File: src/hdl/tower_seed_cluster_trigger_assert.svh
// Assertion macros shared by the seed cluster trigger RTL.
// Included by the modules that carry concurrent checks; no other dependencies.
`ifndef TOWER_SEED_CLUSTER_TRIGGER_ASSERT_SVH
`define TOWER_SEED_CLUSTER_TRIGGER_ASSERT_SVH

`ifndef ASSERT_OFF
// Same-cycle implication, checked out of reset.
`define TSCT_ASSERT_IMPL(lbl, clk, rst_n, ante, cons) \
    lbl: assert property (@(posedge clk) disable iff (!rst_n) (ante) |-> (cons)) \
        else $error("tsct assertion failed");
// Next-cycle implication, checked out of reset.
`define TSCT_ASSERT_NEXT(lbl, clk, rst_n, ante, cons) \
    lbl: assert property (@(posedge clk) disable iff (!rst_n) (ante) |=> (cons)) \
        else $error("tsct assertion failed");
`else
`define TSCT_ASSERT_IMPL(lbl, clk, rst_n, ante, cons)
`define TSCT_ASSERT_NEXT(lbl, clk, rst_n, ante, cons)
`endif

`endif

File: src/hdl/tsct_pkg.sv
// Shared types, constants and helpers of the seed cluster trigger.
// No dependencies; all other files but the assertion header use it by scoped names.
`timescale 1ns / 1ps

package tsct_pkg;

    localparam int ETA_BINS_DEF  = 40;
    localparam int PHI_BINS_DEF  = 120;
    localparam int CHANNELS_DEF  = 4800;
    localparam int MAX_SEEDS_DEF = 256;

    localparam int KIND_W  = 2;
    localparam int CHAN_W  = 13;
    localparam int TIDX_W  = 13;
    localparam int ET_W    = 16;
    localparam int SUM_W   = 18;
    localparam int CODE_W  = 8;
    localparam int ETA_W   = 6;
    localparam int PHI_W   = 7;

    localparam logic [KIND_W-1:0] KIND_MAP = 2'd0;
    localparam logic [KIND_W-1:0] KIND_HIT = 2'd1;
    localparam logic [KIND_W-1:0] KIND_EOE = 2'd2;

    // Register index, taken from paddr bit 2.
    localparam logic REG_SEED_THR = 1'b0;
    localparam logic REG_CLU_THR  = 1'b1;

    localparam logic [ET_W-1:0]  SEED_THR_RST = 16'd320;
    localparam logic [SUM_W-1:0] CLU_THR_RST  = 18'd896;

    localparam int QDEPTH = 4;
    localparam int QPTR_W = 2;
    localparam int QLVL_W = 3;

    // floor(x/15) for x < 3840 via x*4370 >> 16; saturated at 255 above.
    localparam int CODE_SAT   = 3840;
    localparam int CODE_MUL   = 4370;
    localparam int CODE_SHIFT = 16;

    typedef struct packed {
        logic              eoe;
        logic [TIDX_W-1:0] tower;
        logic [ET_W-1:0]   et;
    } t_op;

    typedef struct packed {
        logic [ET_W-1:0]  seed_thr;
        logic [SUM_W-1:0] clu_thr;
    } t_cfg;

    function automatic logic [CODE_W-1:0] et_code(input logic [SUM_W-1:0] x);
        logic [24:0] prod;
        prod = 25'(x[11:0]) * 25'(CODE_MUL);
        if (x >= SUM_W'(CODE_SAT)) begin
            return {CODE_W{1'b1}};
        end
        return prod[CODE_SHIFT +: CODE_W];
    endfunction

endpackage

File: src/hdl/tsct_fifo.sv
// Short operation queue between the front and back parts.
// Depends on tsct_pkg for the queue word type and depth.
`timescale 1ns / 1ps

module tsct_fifo (
    input  logic                        i_clk,
    input  logic                        i_rst_n,
    input  logic                        i_push,
    input  tsct_pkg::t_op               i_op,
    input  logic                        i_pop,
    output tsct_pkg::t_op               o_op,
    output logic                        o_empty,
    output logic [tsct_pkg::QLVL_W-1:0] o_level
);
    tsct_pkg::t_op                r_mem [tsct_pkg::QDEPTH];
    logic [tsct_pkg::QPTR_W-1:0]  r_wp, r_rp;
    logic [tsct_pkg::QLVL_W-1:0]  r_lvl;

    always_ff @(posedge i_clk) begin
        if (i_push) begin
            r_mem[r_wp] <= i_op;
        end
    end

    always_ff @(posedge i_clk) begin
        if (!i_rst_n) begin
            r_wp  <= '0;
            r_rp  <= '0;
            r_lvl <= '0;
        end else begin
            if (i_push) begin
                r_wp <= r_wp + 1'b1;
            end
            if (i_pop) begin
                r_rp <= r_rp + 1'b1;
            end
            if (i_push && !i_pop) begin
                r_lvl <= r_lvl + 1'b1;
            end else if (!i_push && i_pop) begin
                r_lvl <= r_lvl - 1'b1;
            end
        end
    end

    assign o_op    = r_mem[r_rp];
    assign o_empty = (r_lvl == '0);
    assign o_level = r_lvl;
endmodule

File: config.mk
export PLATFORM = sky130hd
export DESIGN_NAME = tsct_fifo
export DESIGN_NICKNAME = d
export VERILOG_FILES = /design/src/hdl/tower_seed_cluster_trigger_assert.svh /design/src/hdl/tsct_pkg.sv /design/src/hdl/tsct_fifo.sv
export SDC_FILE = /design/constraint.sdc
export NUM_CORES = 1
export LEC_CHECK = 0
export BUFFER_PORTS_ARGS = -buffer_cell sky130_fd_sc_hd__buf_2
export CAP_MARGIN = 20
export CORE_UTILIZATION = 35
export DETAILED_ROUTE_END_ITERATION = 8
export GPL_TIMING_DRIVEN = 0
export HOLD_SLACK_MARGIN = 0.1
export RECOVER_POWER = 25
export SKIP_CTS_REPAIR_TIMING = 1
export SYNTH_ARGS = -nofsm -noshare
export SYNTH_HDL_FRONTEND = slang
export SYNTH_SLANG_ARGS = --single-unit
File: constraint.sdc
create_clock -name i_clk -period 3.8 [get_ports i_clk]
set_clock_uncertainty 0.15 [all_clocks]
set_input_delay 0.95 -clock i_clk [delete_from_list [all_inputs] [get_ports i_clk]]
set_output_delay 0.95 -clock i_clk [all_outputs]
set_load 0.005 [all_outputs]
==> metrics <==
first-pass GRT wire length 13200 µm; synth warn 0; Worst slew margin 41.0%; Max rail drop VDD 0.235 mV; drt pass-1 iters 4; P&R area growth vs syn 24.9%; Syn Inst Count 198; Final min period 2810 ps; final wirelength 8030 µm; DP Worst Slack 1170 ps; leakage 2.03 nW; Root Driver clkbuf_16; largest net degree at the start of global routing 31; placed cell area 0.00533 mm²; clk buf depth 2; count of input and output buffers 67; Synth Register Bits 129; Routability Congestion 0.653; count leader, synth edfxtp_1; Syn Nets 238; Worst-Margin Slew 885 ps; period utilisation layout 73.8%; 1st-iter DRT viols 132; number of global-route vias before repair 2418; # H-tree levels 4; area of the multi-input gates 923 µm²; Netlist Area Pre-Place 0.00477 mm²; Final Util 44.9%; Overflow after GRT 0; area share of the largest cell type after synthesis 75.6%; PnR worst setup slack 995 ps; # diodes 0; upper clock frequency limit 0.356 GHz; layout cells sized above 1 40.1%; vias 2166; Clock transition at path regs 50 ps; Final setup viols 0; final instance area 0.00595 mm²; final-report max-slew violation count 0; fill cell count 1168; Tot Pwr 3.61 mW; Row Count 42; area leader, netlist edfxtp_1; pwr dens 607 mW/mm²; critical path endpoint category output pin; Worst Hold Class reg2reg; CTS tree yes; Routed Antenna Nets 0; CP required 2700 ps; internal reg-to-reg setup slack 1940 ps; dpl hpwl 4710 µm; Routed wire per std cell 17.0 µm; die area 0.0141 mm²; sequential area share after synthesis 79.4%; setup_tns 0 ps; Top FF cell, synth edfxtp_1; worst skew pair latency 400 ps; Max-Cap Viols 0; WS Path Type reg2out; Reg area 0.00378 mm²; Die Y 119 µm; CTS Buf Count 17; fraction of registers with async set/reset 0%; Synth cell types 18; Total Nets Final 324; initial antenna violation count 0; CP max FO 10; status finished, final reports clean; core footprint 0.0132 mm²; gr usage total 13.0%; Post-synth top cells edfxtp_1 (120), mux4_2 (30), and2_1 (9), dfxtp_1 (9), ha_1 (5); IO Count 68; drc violations 0; Die Wd 119 µm; element type at the critical path start register; CTS Sinks 129; synth top area cells edfxtp_1 (76%), mux4_2 (14%), dfxtp_1 (3.8%), ha_1 (1.3%), and2_1 (1.2%); Initial Util 36.0%; RSZ-0062 raised after global routing false; syn_area_per_cell 24.1 µm²; critical path arrival 1710 ps; vias per cell 4.58; number of synthesized flops with an enable pin 120; Final Hold Viols 0
## final cells by class
type | count | share of cell area [%]
sequential | 129 | 63.6
multi-input combinational | 59 | 15.5
clock buffer | 28 | 10.5
timing repair buffer | 67 | 5.24
tap | 176 | 3.70
buffer | 6 | 0.820
clock inverter | 4 | 0.421
inverter | 4 | 0.252
## power breakdown
part	internal, mW	switching [mW]
Sequential	1.63	0.0221
Clock	1.12	0.554
Combinational	0.147	0.142
## worst paths after layout
path,startpoint,end,cells past startpoint
setup reg to reg,r_wp[0],r_mem[0][19],3
hold reg to reg,o_level[2],o_level[2],2
hold / removal,o_level[2],o_level[2],2
setup / recovery,register,o_op[6],3
## metrics by stage
| step | hold WS [ps] | cells |
|---|---|---|
| final | 382 | 473 |
| after global routing | 426 | 473 |
| after CTS | 380 | 473 |
| after detailed placement | 373 | 441 |
| after global placement | 340 | 441 |
| after floorplan | 343 | 198 |
## sequential cells by signal (all words and copies together) (netlist names), named ones only
| signal | count |
|---|---|
| o_level | 3 |
| r_wp | 2 |
| r_rp | 2 |
| r_mem | 120 |
## layer usage
layer | vias up | GRT usage, % | part of all wire (%)
met3 | 11 | 4.44 | 5.3
met5 | - | 0 | 0
met2 | 66 | 20.8 | 50
met4 | 0 | 5.93 | 1.1
li1 | 990 | - | -
met1 | 1099 | 16.0 | 44
## worst max-delay path, stage by stage (launching register included)
cell and delay, ps:
dfxtp_1 390, buf_6 220, mux4_2 540, buf_2 140
## kinds of logic (layout without fill, tap and decap cells)
family | Yosys count | count (layout) | share of synthesized area, %
buffers and inverters | 10 | 109 | 1.34
AND/OR/NAND/NOR | 14 | 14 | 1.76
adder cells (fa/ha/maj) | 6 | 6 | 1.73
XOR/XNOR | 5 | 5 | 0.919
multiplexers | 32 | 32 | 14.6
AO/OA/AOI/OAI | 2 | 2 | 0.262
flip-flops | 129 | 129 | 79.4
## placed cells by master, fill, tap and decap left out
| cell type | instances |
|---|---|
| mux2i_1 | 2 |
| buf_6 | 3 |
| xor2_1 | 3 |
| and2_1 | 5 |
| clkbuf_1 | 20 |
| and2_2 | 4 |
| nand2_1 | 1 |
| buf_2 | 51 |
| dfxtp_1 | 9 |
| nor2b_1 | 2 |
| fa_1 | 1 |
| clkinv_2 | 2 |
| clkbuf_8 | 5 |
| clkbuf_16 | 22 |
| mux4_2 | 30 |
| xnor2_1 | 2 |
| clkinvlp_4 | 2 |
| nor3_1 | 1 |
| or3_1 | 1 |
| inv_1 | 4 |
| a21boi_0 | 1 |
| ha_1 | 5 |
| edfxtp_1 | 120 |
| o21ai_0 | 1 |
Note: power is estimated with default switching activity, not from simulation.
